==> src/rtl/sitd_pkg.sv <==
// Shared types and constants for the signed integer to decimal text converter.
`default_nettype none
package sitd_pkg;

	localparam int VALUE_WIDTH_DEF = 32;
	localparam int CHAR_WIDTH = 8;
	localparam int BCD_WIDTH = 4;

	localparam logic [CHAR_WIDTH-1:0] CHAR_ZERO = 8'd48;
	localparam logic [CHAR_WIDTH-1:0] CHAR_MINUS = 8'd45;
	localparam logic [BCD_WIDTH-1:0] BCD_ADJ_MIN = 4'd5;
	localparam logic [BCD_WIDTH-1:0] BCD_ADJ = 4'd3;

	typedef enum logic [1:0] {
		ST_IDLE,
		ST_CONV,
		ST_SIGN,
		ST_DIGITS
	} state_t;

	typedef struct packed {
		logic clear;
		logic conv;
		logic shift;
	} cell_ctl_t;

endpackage
`default_nettype wire

==> src/rtl/sitd_value_if.sv <==
// Input channel carrying one signed integer per item.
`default_nettype none
interface sitd_value_if #(
	parameter int VALUE_WIDTH = sitd_pkg::VALUE_WIDTH_DEF
);
	logic valid;
	logic ready;
	logic signed [VALUE_WIDTH-1:0] value;

	modport source (output valid, output value, input ready);
	modport sink (input valid, input value, output ready);
endinterface
`default_nettype wire

==> src/rtl/sitd_char_if.sv <==
// Output channel carrying one ASCII character per item.
`default_nettype none
interface sitd_char_if;
	logic valid;
	logic ready;
	logic [sitd_pkg::CHAR_WIDTH-1:0] char_code;
	logic last;

	modport source (output valid, output char_code, output last, input ready);
	modport sink (input valid, input char_code, input last, output ready);
endinterface
`default_nettype wire

==> src/rtl/signed_int_to_decimal_ascii.sv <==
// Top level: signed integer to decimal ASCII text, most significant character first.
// One item is taken at a time. The magnitude is shifted into a row of BCD digit cells one
// bit per cycle; the same row then shifts toward its top cell, dropping leading zeros
// silently and presenting each remaining digit as one item, after a '-' item for a
// negative value. The row holds NDIG cells, NDIG being the digit count of
// 2^(VALUE_WIDTH-1). The final character carries last; a new value is taken the cycle
// after it is delivered.
`default_nettype none
module signed_int_to_decimal_ascii #(
	parameter int VALUE_WIDTH = sitd_pkg::VALUE_WIDTH_DEF
) (
	input  wire logic   clk,
	input  wire logic   arst_n,
	sitd_value_if.sink  number,
	sitd_char_if.source text
);
	localparam int NDIG = ((VALUE_WIDTH - 1) * 30103) / 100000 + 1;
	localparam int CNT_W = $clog2(VALUE_WIDTH);
	localparam int DIG_W = $clog2(NDIG + 1);
	localparam int BW = sitd_pkg::BCD_WIDTH;

	sitd_pkg::state_t state_q, state_d;
	sitd_pkg::cell_ctl_t ctl;

	logic [VALUE_WIDTH-1:0] mag_q;
	logic                   neg_q;
	logic [CNT_W-1:0]       bit_cnt_q;
	logic [DIG_W-1:0]       dig_cnt_q;
	logic                   seen_q;

	logic [BW-1:0] digit [NDIG];
	logic          carry [NDIG];
	logic          cell_bit [NDIG];
	logic [BW-1:0] top;
	logic          accept_in;
	logic          skip;
	logic          emit;
	logic          final_dig;

	assign top = digit[NDIG-1];
	assign accept_in = number.valid && number.ready;
	assign final_dig = (dig_cnt_q == DIG_W'(1));

	genvar gi;
	generate
		for (gi = 0; gi < NDIG; gi++) begin : g_cell
			logic [BW-1:0] shift_in;
			if (gi == 0) begin : g_first
				assign cell_bit[gi] = mag_q[VALUE_WIDTH-1];
				assign shift_in = '0;
			end else begin : g_rest
				assign cell_bit[gi] = carry[gi-1];
				assign shift_in = digit[gi-1];
			end
			sitd_cell u_cell (
				.clk      (clk),
				.arst_n   (arst_n),
				.ctl      (ctl),
				.bit_in   (cell_bit[gi]),
				.digit_in (shift_in),
				.digit    (digit[gi]),
				.carry    (carry[gi])
			);
		end
	endgenerate

	always_ff @(posedge clk or negedge arst_n) begin
		if (!arst_n) begin
			state_q <= sitd_pkg::ST_IDLE;
		end else begin
			state_q <= state_d;
		end
	end

	always_comb begin
		state_d = state_q;
		ctl = '0;
		number.ready = 1'b0;
		text.valid = 1'b0;
		text.char_code = sitd_pkg::CHAR_ZERO + {{(sitd_pkg::CHAR_WIDTH - BW){1'b0}}, top};
		text.last = 1'b0;
		skip = 1'b0;
		emit = 1'b0;
		case (state_q)
			sitd_pkg::ST_IDLE: begin
				number.ready = 1'b1;
				if (number.valid) begin
					ctl.clear = 1'b1;
					state_d = sitd_pkg::ST_CONV;
				end
			end
			sitd_pkg::ST_CONV: begin
				ctl.conv = 1'b1;
				if (bit_cnt_q == '0) begin
					state_d = neg_q ? sitd_pkg::ST_SIGN : sitd_pkg::ST_DIGITS;
				end
			end
			sitd_pkg::ST_SIGN: begin
				text.valid = 1'b1;
				text.char_code = sitd_pkg::CHAR_MINUS;
				if (text.ready) begin
					state_d = sitd_pkg::ST_DIGITS;
				end
			end
			sitd_pkg::ST_DIGITS: begin
				if (!seen_q && top == '0 && !final_dig) begin
					skip = 1'b1;
					ctl.shift = 1'b1;
				end else begin
					text.valid = 1'b1;
					text.last = final_dig;
					if (text.ready) begin
						emit = 1'b1;
						ctl.shift = 1'b1;
						if (final_dig) begin
							state_d = sitd_pkg::ST_IDLE;
						end
					end
				end
			end
			default: begin
				state_d = sitd_pkg::ST_IDLE;
			end
		endcase
	end

	always_ff @(posedge clk or negedge arst_n) begin
		if (!arst_n) begin
			neg_q <= 1'b0;
			bit_cnt_q <= '0;
			dig_cnt_q <= '0;
			seen_q <= 1'b0;
		end else begin
			if (accept_in) begin
				neg_q <= number.value[VALUE_WIDTH-1];
				bit_cnt_q <= CNT_W'(VALUE_WIDTH - 1);
				dig_cnt_q <= DIG_W'(NDIG);
				seen_q <= 1'b0;
			end else if (ctl.conv) begin
				bit_cnt_q <= bit_cnt_q - CNT_W'(1);
			end else if (skip || emit) begin
				dig_cnt_q <= dig_cnt_q - DIG_W'(1);
				seen_q <= seen_q | emit;
			end
		end
	end

	always_ff @(posedge clk) begin
		if (accept_in) begin
			mag_q <= number.value[VALUE_WIDTH-1] ? VALUE_WIDTH'(-number.value)
				: VALUE_WIDTH'(number.value);
		end else if (ctl.conv) begin
			mag_q <= {mag_q[VALUE_WIDTH-2:0], 1'b0};
		end
	end
endmodule
`default_nettype wire

==> src/rtl/sitd_cell.sv <==
// One BCD digit cell of the shift-and-add-3 chain, also a stage of the output shift line.
`default_nettype none
module sitd_cell (
	input  wire logic                           clk,
	input  wire logic                           arst_n,
	input  wire sitd_pkg::cell_ctl_t            ctl,
	input  wire logic                           bit_in,
	input  wire logic [sitd_pkg::BCD_WIDTH-1:0] digit_in,
	output logic [sitd_pkg::BCD_WIDTH-1:0]      digit,
	output logic                                carry
);
	logic [sitd_pkg::BCD_WIDTH-1:0] digit_q;
	logic [sitd_pkg::BCD_WIDTH-1:0] adj;

	assign adj = (digit_q >= sitd_pkg::BCD_ADJ_MIN) ? digit_q + sitd_pkg::BCD_ADJ : digit_q;
	assign carry = adj[sitd_pkg::BCD_WIDTH-1];
	assign digit = digit_q;

	always_ff @(posedge clk or negedge arst_n) begin
		if (!arst_n) begin
			digit_q <= '0;
		end else if (ctl.clear) begin
			digit_q <= '0;
		end else if (ctl.conv) begin
			digit_q <= {adj[sitd_pkg::BCD_WIDTH-2:0], bit_in};
		end else if (ctl.shift) begin
			digit_q <= digit_in;
		end
	end
endmodule
`default_nettype wire

==> src/flat_wrapper.sv <==
// flat-port wrapper written by rule: the top's interface ports become plain ports
module signed_int_to_decimal_ascii_flat 
#(
	parameter int VALUE_WIDTH = sitd_pkg::VALUE_WIDTH_DEF
)
  (clk, arst_n, number_valid, number_value, number_ready, text_valid, text_char_code, text_last, text_ready);
  sitd_value_if #(.VALUE_WIDTH(VALUE_WIDTH)) number_i ();
  sitd_char_if text_i ();
  input  wire logic clk;
  input  wire logic arst_n;
  input wire logic [$bits(number_i.valid)-1:0] number_valid;
  input wire logic [$bits(number_i.value)-1:0] number_value;
  output wire logic [$bits(number_i.ready)-1:0] number_ready;
  output wire logic [$bits(text_i.valid)-1:0] text_valid;
  output wire logic [$bits(text_i.char_code)-1:0] text_char_code;
  output wire logic [$bits(text_i.last)-1:0] text_last;
  input wire logic [$bits(text_i.ready)-1:0] text_ready;
  assign number_i.valid = number_valid;
  assign number_i.value = number_value;
  assign number_ready = number_i.ready;
  assign text_valid = text_i.valid;
  assign text_char_code = text_i.char_code;
  assign text_last = text_i.last;
  assign text_i.ready = text_ready;
  signed_int_to_decimal_ascii #(.VALUE_WIDTH(VALUE_WIDTH)) u_core (.clk(clk), .arst_n(arst_n), .number(number_i), .text(text_i));
endmodule
==> config.mk <==
export PLATFORM = sky130hd
export DESIGN_NAME = signed_int_to_decimal_ascii_flat
export DESIGN_NICKNAME = d
export VERILOG_FILES = /design/src/rtl/sitd_pkg.sv /design/src/rtl/sitd_value_if.sv /design/src/rtl/sitd_char_if.sv /design/src/rtl/signed_int_to_decimal_ascii.sv /design/src/rtl/sitd_cell.sv /design/src/flat_wrapper.sv
export SDC_FILE = /design/constraint.sdc
export NUM_CORES = 1
export LEC_CHECK = 0
export BUFFER_PORTS_ARGS = -buffer_cell sky130_fd_sc_hd__buf_2
export CORE_ASPECT_RATIO = 0.9
export CORE_MARGIN = 3
export CORE_UTILIZATION = 60
export DETAILED_ROUTE_END_ITERATION = 6
export HOLD_SLACK_MARGIN = 0.12
export PLACE_DENSITY = 0.79
export SLEW_MARGIN = 20
export SYNTH_ARGS = -nofsm -noshare
export SYNTH_HDL_FRONTEND = slang
export SYNTH_SLANG_ARGS = --single-unit
==> constraint.sdc <==
create_clock -name clk -period 3.55 [get_ports clk]
set_input_delay 0.355 -clock clk [delete_from_list [all_inputs] [get_ports clk]]
set_output_delay 0.355 -clock clk [all_outputs]
set_load 0.02 [all_outputs]
Word-level counts from Yosys, hierarchy flattened
Index checks and enable logic that the tools add are counted.
Widths: inputs -> output; s select.
{ "totals": {"reg_bits": 85, "in_bits": 36, "out_inout_bits": 11, "word_cells": 141} }
{ "op_classes": {"n_addsub": 14, "order_cmp": 10, "n_eq_ne": 11, "n_mux": 75, "n_bitwise": 1, "reduce_logical": 14} }
{ "ops": {"columns": ["operator", "count"], "rows": [
  ["$mux 4", 42],
  ["$mux 32", 3],
  ["$ge 4x3->1 const B", 10],
  ["$add 4x2->4 const B", 9],
  ["$neg 32->32", 1],
  ["$mux 1", 18],
  ["$mux 2", 6],
  ["$mux 5", 2],
  ["$ne 2x2->1 const B", 5],
  ["$mux 8", 1],
  ["$pmux 2 s4", 1],
  ["$add 6x4->7 const A", 1],
  ["$reduce_and 6->1", 1],
  ["$logic_not 5->1", 1],
  ["$sub 5x1->5 const B", 1],
  ["$eq 2x2->1 const B", 2],
  ["$eq 4x1->1 const B", 1],
  ["$logic_not 4->1", 1],
  ["$ne 2x1->1 const B", 2],
  ["$reduce_bool 2->1", 2],
  ["$sub 4x1->4 const B", 1],
  ["$add 3x2->3 const B", 1],
  ["$logic_and 1x1->1", 3],
  ["$mux 3", 1],
  ["8 further kinds", 9]
]} }

Depth between registers and ports, before layout
Gate-level depths: netlist (run 1).
{ "depth": {"word_depth": 9, "mapped_depth": 10, "ltp_nobuf": 8} }

By module
A second synthesis (run 1) with hierarchy kept.
{ "hier_totals": {"cells_unflattened": 690, "hier_area_um2": 6322.3} }
{ "by_module_without_submodules": {"columns": ["module", "n_inst", "cells_each", "area_per_inst_um2", "seq_area_each_um2"], "rows": [
  ["sitd_cell", 10, 39, 344.1, 100.1],
  ["signed_int_to_decimal_ascii", 1, 300, 2881.5, 1286.2]
]} }

Worst setup path after synthesis (run 1)
Ideal clock, no wire load.
{ "synth_timing": {"kind": "flip-flop to flip-flop", "startpoint": "reg u_core.state_q[1]", "endpoint": "reg u_core.mag_q[0] (enable)", "setup_ps": 394, "arrival_time_ps": 2107, "t_required_ps": 3156, "path_slack_ps": 1049, "path_stages_with_launch": 6, "path_buffers": 2, "period_less_slack_ps": 2501, "path_cell_list": "dfrtp_1 -> inv_1 -> ha_1 -> clkbuf_1 -> clkbuf_1 -> nand2b_1"} }
{ "synth_between": {"elab_chain_cells": 4, "elab_cells_between_ends": 6, "cone_classes": "eq/ne (1); mux (2); reduce/logical (3)"} }
{ "synth_lines": {"columns": ["element", "line", "source"], "rows": [
  ["start, declared", "signed_int_to_decimal_ascii.sv:22", "sitd_pkg::state_t state_q, state_d;"],
  ["start signal, assigned", "signed_int_to_decimal_ascii.sv:69", "state_q <= sitd_pkg::ST_IDLE;"],
  ["start signal, assigned", "signed_int_to_decimal_ascii.sv:71", "state_q <= state_d;"],
  ["$logic_not 2->1", "signed_int_to_decimal_ascii.sv:84", "case (state_q)"],
  ["$mux 1", "signed_int_to_decimal_ascii.sv:84", null],
  ["$logic_and 1x1->1", "signed_int_to_decimal_ascii.sv:41", "assign accept_in = number.valid && number.ready;"],
  ["$reduce_bool 2->1 (no line) (*)", null, null],
  ["end signal, assigned", "signed_int_to_decimal_ascii.sv:150", "mag_q <= number.value[VALUE_WIDTH-1] ? VALUE_WIDTH'(-number.value)"],
  ["end signal, assigned", "signed_int_to_decimal_ascii.sv:153", "mag_q <= {mag_q[VALUE_WIDTH-2:0], 1'b0};"],
  ["end, declared", "signed_int_to_decimal_ascii.sv:25", "logic [VALUE_WIDTH-1:0] mag_q;"]
]} }
Every way passes the cells marked *; elsewhere a longest branch is shown, timed or not.
A chain may end at the register's enable or synchronous reset.

Worst setup path in the final report (run 1)
{ "layout_timing": {"startpoint": "reg u_core.dig_cnt_q[1]", "endpoint": "reg u_core.g_cell[9].u_cell.digit_q (netlist bit u_core.g_cell[9].u_cell.digit[2])"} }
{ "layout_between": {"elab_chain_cells": 6} }
{ "layout_lines": {"columns": ["element", "line", "source"], "rows": [
  ["start, declared", "signed_int_to_decimal_ascii.sv:28", "logic [DIG_W-1:0] dig_cnt_q;"],
  ["start signal, assigned", "signed_int_to_decimal_ascii.sv:137", "dig_cnt_q <= DIG_W'(NDIG);"],
  ["start signal, assigned", "signed_int_to_decimal_ascii.sv:142", "dig_cnt_q <= dig_cnt_q - DIG_W'(1);"],
  ["$eq 4x1->1", "signed_int_to_decimal_ascii.sv:42", "assign final_dig = (dig_cnt_q == DIG_W'(1));"],
  ["$logic_not 1->1", "signed_int_to_decimal_ascii.sv:106", "if (!seen_q && top == '0 && !final_dig) begin"],
  ["$logic_and 1x1->1", "signed_int_to_decimal_ascii.sv:106", null],
  ["$mux 1", "signed_int_to_decimal_ascii.sv:106", null],
  ["$mux 1", "signed_int_to_decimal_ascii.sv:84", null],
  ["$reduce_bool 3->1 (no line)", null, null],
  ["end signal, assigned", "sitd_cell.sv:25", "digit_q <= {adj[sitd_pkg::BCD_WIDTH-2:0], bit_in};"],
  ["end signal, assigned", "sitd_cell.sv:27", "digit_q <= digit_in;"],
  ["end, declared", "sitd_cell.sv:12", "logic [sitd_pkg::BCD_WIDTH-1:0] digit_q;"]
]} }
Every way passes these cells.

==> results of run 1 <==
[power by group through the flow]
stage               Sequential (uW)  Combinational (uW)  Clock (uW)
floorplan                      1910                2140           0
global placement               2000                2550           0
detailed placement             2030                2680           0
CTS                            2020                2700         702
global route                   2090                3080         738
finish                         2020                2690         691
[state kept, by name (all words and copies together) (netlist names)]
signal and count:
u_core.g_cell.u_cell.digit 40, u_core.neg_q 1, u_core.mag_q 32, u_core.state_q 2, u_core.seen_q 1, u_core.bit_cnt_q 5, u_core.dig_cnt_q 4
[how the worst min path moves through the flow]
stage | end | cells after the start
after global routing | u_core.dig_cnt_q[3]$_DFFE_PN0P_ | 1
final | u_core.g_cell[2].u_cell.digit[2]$_DFFE_PN0P_ | 1
after detailed placement | u_core.neg_q$_DFFE_PN0P_ | 2
after global placement | u_core.neg_q$_DFFE_PN0P_ | 2
after CTS | u_core.dig_cnt_q[3]$_DFFE_PN0P_ | 1
after floorplan | u_core.bit_cnt_q[0]$_DFFE_PN0P_ | 0
[per-stage QoR]
stage	area, um2	setup slack (ns)	total power (uW)	instances
floorplan	5650	1.05	4060	638
global placement	5940	1.07	4560	773
detailed placement	5940	0.946	4710	773
CTS	6140	1.08	5420	789
global route	6140	0.795	5920	789
finish	6140	1.06	5400	789
[area by class of cell]
cell class                 count  share of cell area [%]
sequential                    85                    37.3
tap                          119                    2.43
multi-input combinational    481                    50.2
timing repair buffer          53                    4.73
inverter                      35                    2.14
clock inverter                 7                    1.20
clock buffer                   9                    2.02
[synth_stat cells, drive strengths merged, types with 2 or more instances]
master / count / area [um2]
a311oi: 9 / 78.8
o21ai: 67 / 335
clkbuf: 28 / 105
o31ai: 10 / 80.1
ha: 31 / 388
a211oi: 54 / 405
xnor2: 14 / 123
nor2: 52 / 195
nor4: 5 / 43.8
buf: 8 / 42.5
o31a: 2 / 17.5
and2: 19 / 119
nand2: 84 / 315
or2: 5 / 33.8
inv: 35 / 131
nor3: 5 / 25.0
nand4b: 2 / 32.5
dfrtp: 53 / 1330
nand2b: 14 / 87.6
or3: 6 / 42.5
a21oi: 29 / 145
conb: 2 / 7.51
nand3: 8 / 40.0
xor2: 27 / 236
edfxtp: 32 / 961
nor2b: 5 / 31.3
mux2: 2 / 22.5
nor3b: 6 / 45.0
or4: 3 / 26.3
o41ai: 8 / 104
[layer usage]
metal	track usage (%)	up-vias	routed length, um
met5	0	-	0
met4	5.83	0	129
met3	3.64	13	376
met2	38.0	85	5770
met1	32.5	2213	5550
li1	-	2311	-
[kinds of logic after synthesis]
group,count (synthesis),synth area share [%]
XOR/XNOR,41,6.36
flip-flops,85,40.5
multiplexers,3,0.576
AND/OR/NAND/NOR,216,18.7
buffers and inverters,72,5.12
other,2,0.133
adder cells (fa/ha/maj),31,6.87
AO/OA/AOI/OAI,187,21.8
==> qor.txt, run 1 <==
R2R cell count: 9
worst path cell trace: inv_1 > ha_1 > nor3b_1 > nor4_1 > o21a_1 > buf_4 > mux2_2 > o21ai_0 > nor2_1
CTS Buf Count: 9
most common cell after layout, fill and taps aside: sky130_fd_sc_hd__nand2_1
vias in the first global route: 4468
antenna violations before repair: 0
commonest non-fill, non-tap cells in the layout: sky130_fd_sc_hd__nand2_1 (83), sky130_fd_sc_hd__o21ai_0 (62), sky130_fd_sc_hd__a211oi_1 (54), sky130_fd_sc_hd__dfrtp_1 (53), sky130_fd_sc_hd__nor2_1 (52)
total of endpoints with negative setup slack in the final report: 0
power per cell area: 880 nW/um2
sequential group share of total power: 37.5%
flop and latch count out of synthesis: 85
area of the core: 8850 um2
violation count after the first detailed-route iteration: 231
Reg2Reg Capture Point: u_core.g_cell[9].u_cell.digit[2]$_DFFE_PN0P_
wire length of the first global-routing pass: 20.5 mm
VDD IR-drop max: 0.000763 V
Largest delay share family, worst path: simple AND/OR/NAND/NOR gates
final antenna-violating net count: 0
starting density of the core: 63.8%
detailed-routing iteration count for the pre-antenna-repair pass: 5
Clock H-tree levels: 3
Synth cell types: 53
Switching Share: 43.6%
standard-cell rows: 32
internal power component: 3050 uW
maximum clock insertion buffer count: 2
predominant post-synthesis flop cell: sky130_fd_sc_hd__dfrtp_1
RePlAce Congestion: 0.845
status: finished, final reports clean
largest net degree at the start of global routing: 65
combinational group share of total power: 49.7%
Critical Path End Type: flop
Setup Buffers After CTS: 0
layout net count: 732
Worst-path clk slew: 0.09 ns
share of flip-flops with an asynchronous set or reset: 62.4%
root buffer selected by CTS: sky130_fd_sc_hd__clkbuf_8
start of the worst register-to-register path: u_core.dig_cnt_q[1]$_DFFE_PN0P_
chip height: 98.0 um
floorplan die area: 10600 um2
final global-route overflow total: 0
count of filler cells inserted in the layout: 708
I/O pins: 47
LEAKAGE: 0.00257 uW
unrepaired setup endpoints after global routing: false
endpoint arrival time on the critical path: 2.67 ns
minimum clock period after layout: 2.49 ns
critical-path cell with the highest stage delay: sky130_fd_sc_hd__nor4_1
worst clock skew on the final layout: 0.00665 ns
drt wl/cell: 15.0 um
count of mapped cells out of synthesis: 637
global-route total usage across every layer: 23.2%
hold_ws: 0.148 ns
Reg area: 2290 um2
average footprint of a synthesized cell: 8.87 um2
CTS tree: done
final standard cell utilization of the core: 69.3%
Yosys warning total: 0
Achievable Freq: 402 MHz
register-to-register path setup slack: 1.06 ns
vias after detailed routing: 4622
critical path required time: 3.74 ns
kind of launch point of the worst setup path: flop
number of gates resized after CTS: 0
destination of the critical timing path: u_core.g_cell[9].u_cell.digit[2]$_DFFE_PN0P_
max-slew violation total from the final report: 0
worst min-delay path category: primary input to asynchronous set/reset pin
Clk Latency, worst-skew pair: 0.35 ns
reported max-cap violation count: 0
transition time at the pin with the least slew margin: 1.13 ns
overall die width: 108 um
share of synthesized area occupied by flip-flops and latches: 40.5%
Crit path buffers/inverters: 2
number of cells on the critical path: 9
Switch Pwr: 2350 uW
Final Cycle Share: 70.0%
total wire length after detailed routing: 11.8 mm
layout cells sized above 1: 13.1%
Hold Vio Cnt, Final: 0
number of port buffers: 43
relative area change from synthesis to final layout: 8.64%
total DRC errors in the routed layout: 0
Total Negative Setup Slacks: 0 ns
largest stage delay on the critical path: 0.45 ns
antenna diode count: 0
Post-Synthesis Cell Area: 5650 um2
area of the multi-input gates: 3080 um2
detailed-route vias per instance: 5.86
relative slew slack: 24.7%
Sink Count: 85
crit path launch: u_core.dig_cnt_q[1]$_DFFE_PN0P_
path type of the worst setup path: flop to flop
HPWL after detailed placement: 8.18 mm
hold buffer count at CTS: 0
crit-path max FO: 24
number of enable-type register cells in the synthesized netlist: 32
relative contribution of the clock network to total power: 12.8%
Power figures use the tool's default switching activity.
==> run 2: changes to the inputs <==
==> constraint.sdc (replaced) <==
create_clock -name clk -period 2.5 [get_ports clk]
set_input_delay 0.25 -clock clk [delete_from_list [all_inputs] [get_ports clk]]
set_output_delay 0.25 -clock clk [all_outputs]
set_load 0.02 [all_outputs]
==> qor.txt, run 2 (synthesis results as in run 1) <==
status: finished, final reports clean
VDD IR-drop max: 0.000649 V
HPWL after detailed placement: 8.33 mm
Switching Share: 43.8%
CTS Buf Count: 9
relative contribution of the clock network to total power: 12.9%
area of the multi-input gates: 3090 um2
total of endpoints with negative setup slack in the final report: 0
transition time at the pin with the least slew margin: 0.595 ns
drt wl/cell: 15.0 um
relative area change from synthesis to final layout: 9.68%
total DRC errors in the routed layout: 0
chip height: 98.0 um
reported max-cap violation count: 0
Clk Latency, worst-skew pair: 0.36 ns
antenna violations before repair: 0
unrepaired setup endpoints after global routing: false
Clock H-tree levels: 3
CTS tree: done
LEAKAGE: 0.00259 uW
standard-cell rows: 32
global-route total usage across every layer: 23.9%
kind of launch point of the worst setup path: flop
antenna diode count: 0
Hold Vio Cnt, Final: 0
detailed-routing iteration count for the pre-antenna-repair pass: 5
Sink Count: 85
hold_ws: 0.255 ns
path type of the worst setup path: flop to flop
Critical Path End Type: flop
vias in the first global route: 4531
internal power component: 4350 uW
largest net degree at the start of global routing: 72
maximum clock insertion buffer count: 2
power per cell area: 1250 nW/um2
layout cells sized above 1: 13.9%
critical path required time: 2.72 ns
layout net count: 737
Achievable Freq: 430 MHz
combinational group share of total power: 50.1%
Worst-path clk slew: 0.09 ns
Switch Pwr: 3390 uW
final global-route overflow total: 0
commonest non-fill, non-tap cells in the layout: sky130_fd_sc_hd__nand2_1 (83), sky130_fd_sc_hd__o21ai_0 (63), sky130_fd_sc_hd__a211oi_1 (54), sky130_fd_sc_hd__dfrtp_1 (53), sky130_fd_sc_hd__nor2_1 (52)
most common cell after layout, fill and taps aside: sky130_fd_sc_hd__nand2_1
worst clock skew on the final layout: 0.00731 ns
flip-flop count of the largest register after layout: 40
endpoint arrival time on the critical path: 2.55 ns
area of the core: 8850 um2
starting density of the core: 63.8%
Total Negative Setup Slacks: 0 ns
number of port buffers: 43
worst min-delay path category: primary input to flop
detailed-route vias per instance: 5.89
max-slew violation total from the final report: 0
# placed instances: 777
count of filler cells inserted in the layout: 688
Final Cycle Share: 93.0%
minimum clock period after layout: 2.33 ns
relative slew slack: 60.3%
crit-path max FO: 21
final antenna-violating net count: 0
I/O pins: 47
wire length of the first global-routing pass: 21.0 mm
root buffer selected by CTS: sky130_fd_sc_hd__clkbuf_8
total wire length after detailed routing: 11.9 mm
violation count after the first detailed-route iteration: 374
sequential group share of total power: 37.0%
overall die width: 108 um
RePlAce Congestion: 0.814
floorplan die area: 10600 um2
Reg area: 2290 um2
final cell count without fillers: 794
vias after detailed routing: 4674
run 2: per-stage QoR:
step	total power (uW)	utilization, %	instance area [um2]	setup slack (ns)
floorplan	5760	-	5650	0.339
finish	7740	70.0	6190	0.174
global route	8500	70.0	6190	0.0224
detailed placement	6730	67.6	5980	0.0160
CTS	7760	70.0	6190	0.108
global placement	6520	67.6	5980	0.160
run 2: final cells by class:
| type | count | area share [%] |
|---|---|---|
| repair buffers | 58 | 5.53 |
| flip-flops and latches | 85 | 36.9 |
| clock inverters | 7 | 1.21 |
| multi-input cells | 481 | 49.8 |
| clock buffers | 9 | 2.00 |
| inverters | 35 | 2.12 |
| well taps | 119 | 2.40 |
run 2: worst max-delay path, cell delays in order, from the launching register on:
cell and delay (ns):
sky130_fd_sc_hd__dfrtp_1 0.39, sky130_fd_sc_hd__inv_1 0.07, sky130_fd_sc_hd__ha_1 0.17, sky130_fd_sc_hd__nor3b_1 0.17
sky130_fd_sc_hd__nor4_1 0.39, sky130_fd_sc_hd__o21a_1 0.28, sky130_fd_sc_hd__buf_4 0.29, sky130_fd_sc_hd__nor2_1 0.06
sky130_fd_sc_hd__a211oi_1 0.27, sky130_fd_sc_hd__a211oi_1 0.09
run 2: what timing repair did:
item / 4_1_cts / 5_1_grt
endpoints found under the setup margin: 0 / 7
endpoints found under the hold margin: 21 / 0
hold buffers: 1 / 0
buffers inserted: 0 / 0
resized for setup: 0 / 1
run 2: power by group through the flow:
stage / sequential (uW) / clock, uW / combinational [uW]
finish: 2860 / 998 / 3880
global route: 2970 / 1070 / 4460
CTS: 2850 / 1010 / 3890
detailed placement: 2880 / 0 / 3850
global placement: 2840 / 0 / 3670
floorplan: 2710 / 0 / 3050
run 2: metal layers:
layer	GRT usage [%]	wire, um	vias up
met4	5.53	109	0
li1	-	-	2311
met3	4.56	547	11
met5	0	0	-
met1	33.3	5550	2240
met2	38.7	5710	112
run 2: worst paths after layout:
kind,startpoint,to,slack (ns),cells after the start
setup reg to reg,u_core.dig_cnt_q[1]$_DFFE_PN0P_,u_core.g_cell[7].u_cell.digit[1]$_DFFE_PN0P_,0.17,9
max in group asynchronous,arst_n,u_core.state_q[1]$_DFFE_PN0P_,1.42,3
hold / removal,number_value[0],u_core.mag_q[0]$_SDFFCE_PN0P_,0.25,3
hold reg to reg,u_core.neg_q$_DFFE_PN0P_,u_core.neg_q$_DFFE_PN0P_,0.49,2
setup / recovery,u_core.dig_cnt_q[1]$_DFFE_PN0P_,u_core.g_cell[7].u_cell.digit[1]$_DFFE_PN0P_,0.17,9
min in group asynchronous,arst_n,u_core.g_cell[4].u_cell.digit[3]$_DFFE_PN0P_,0.39,2
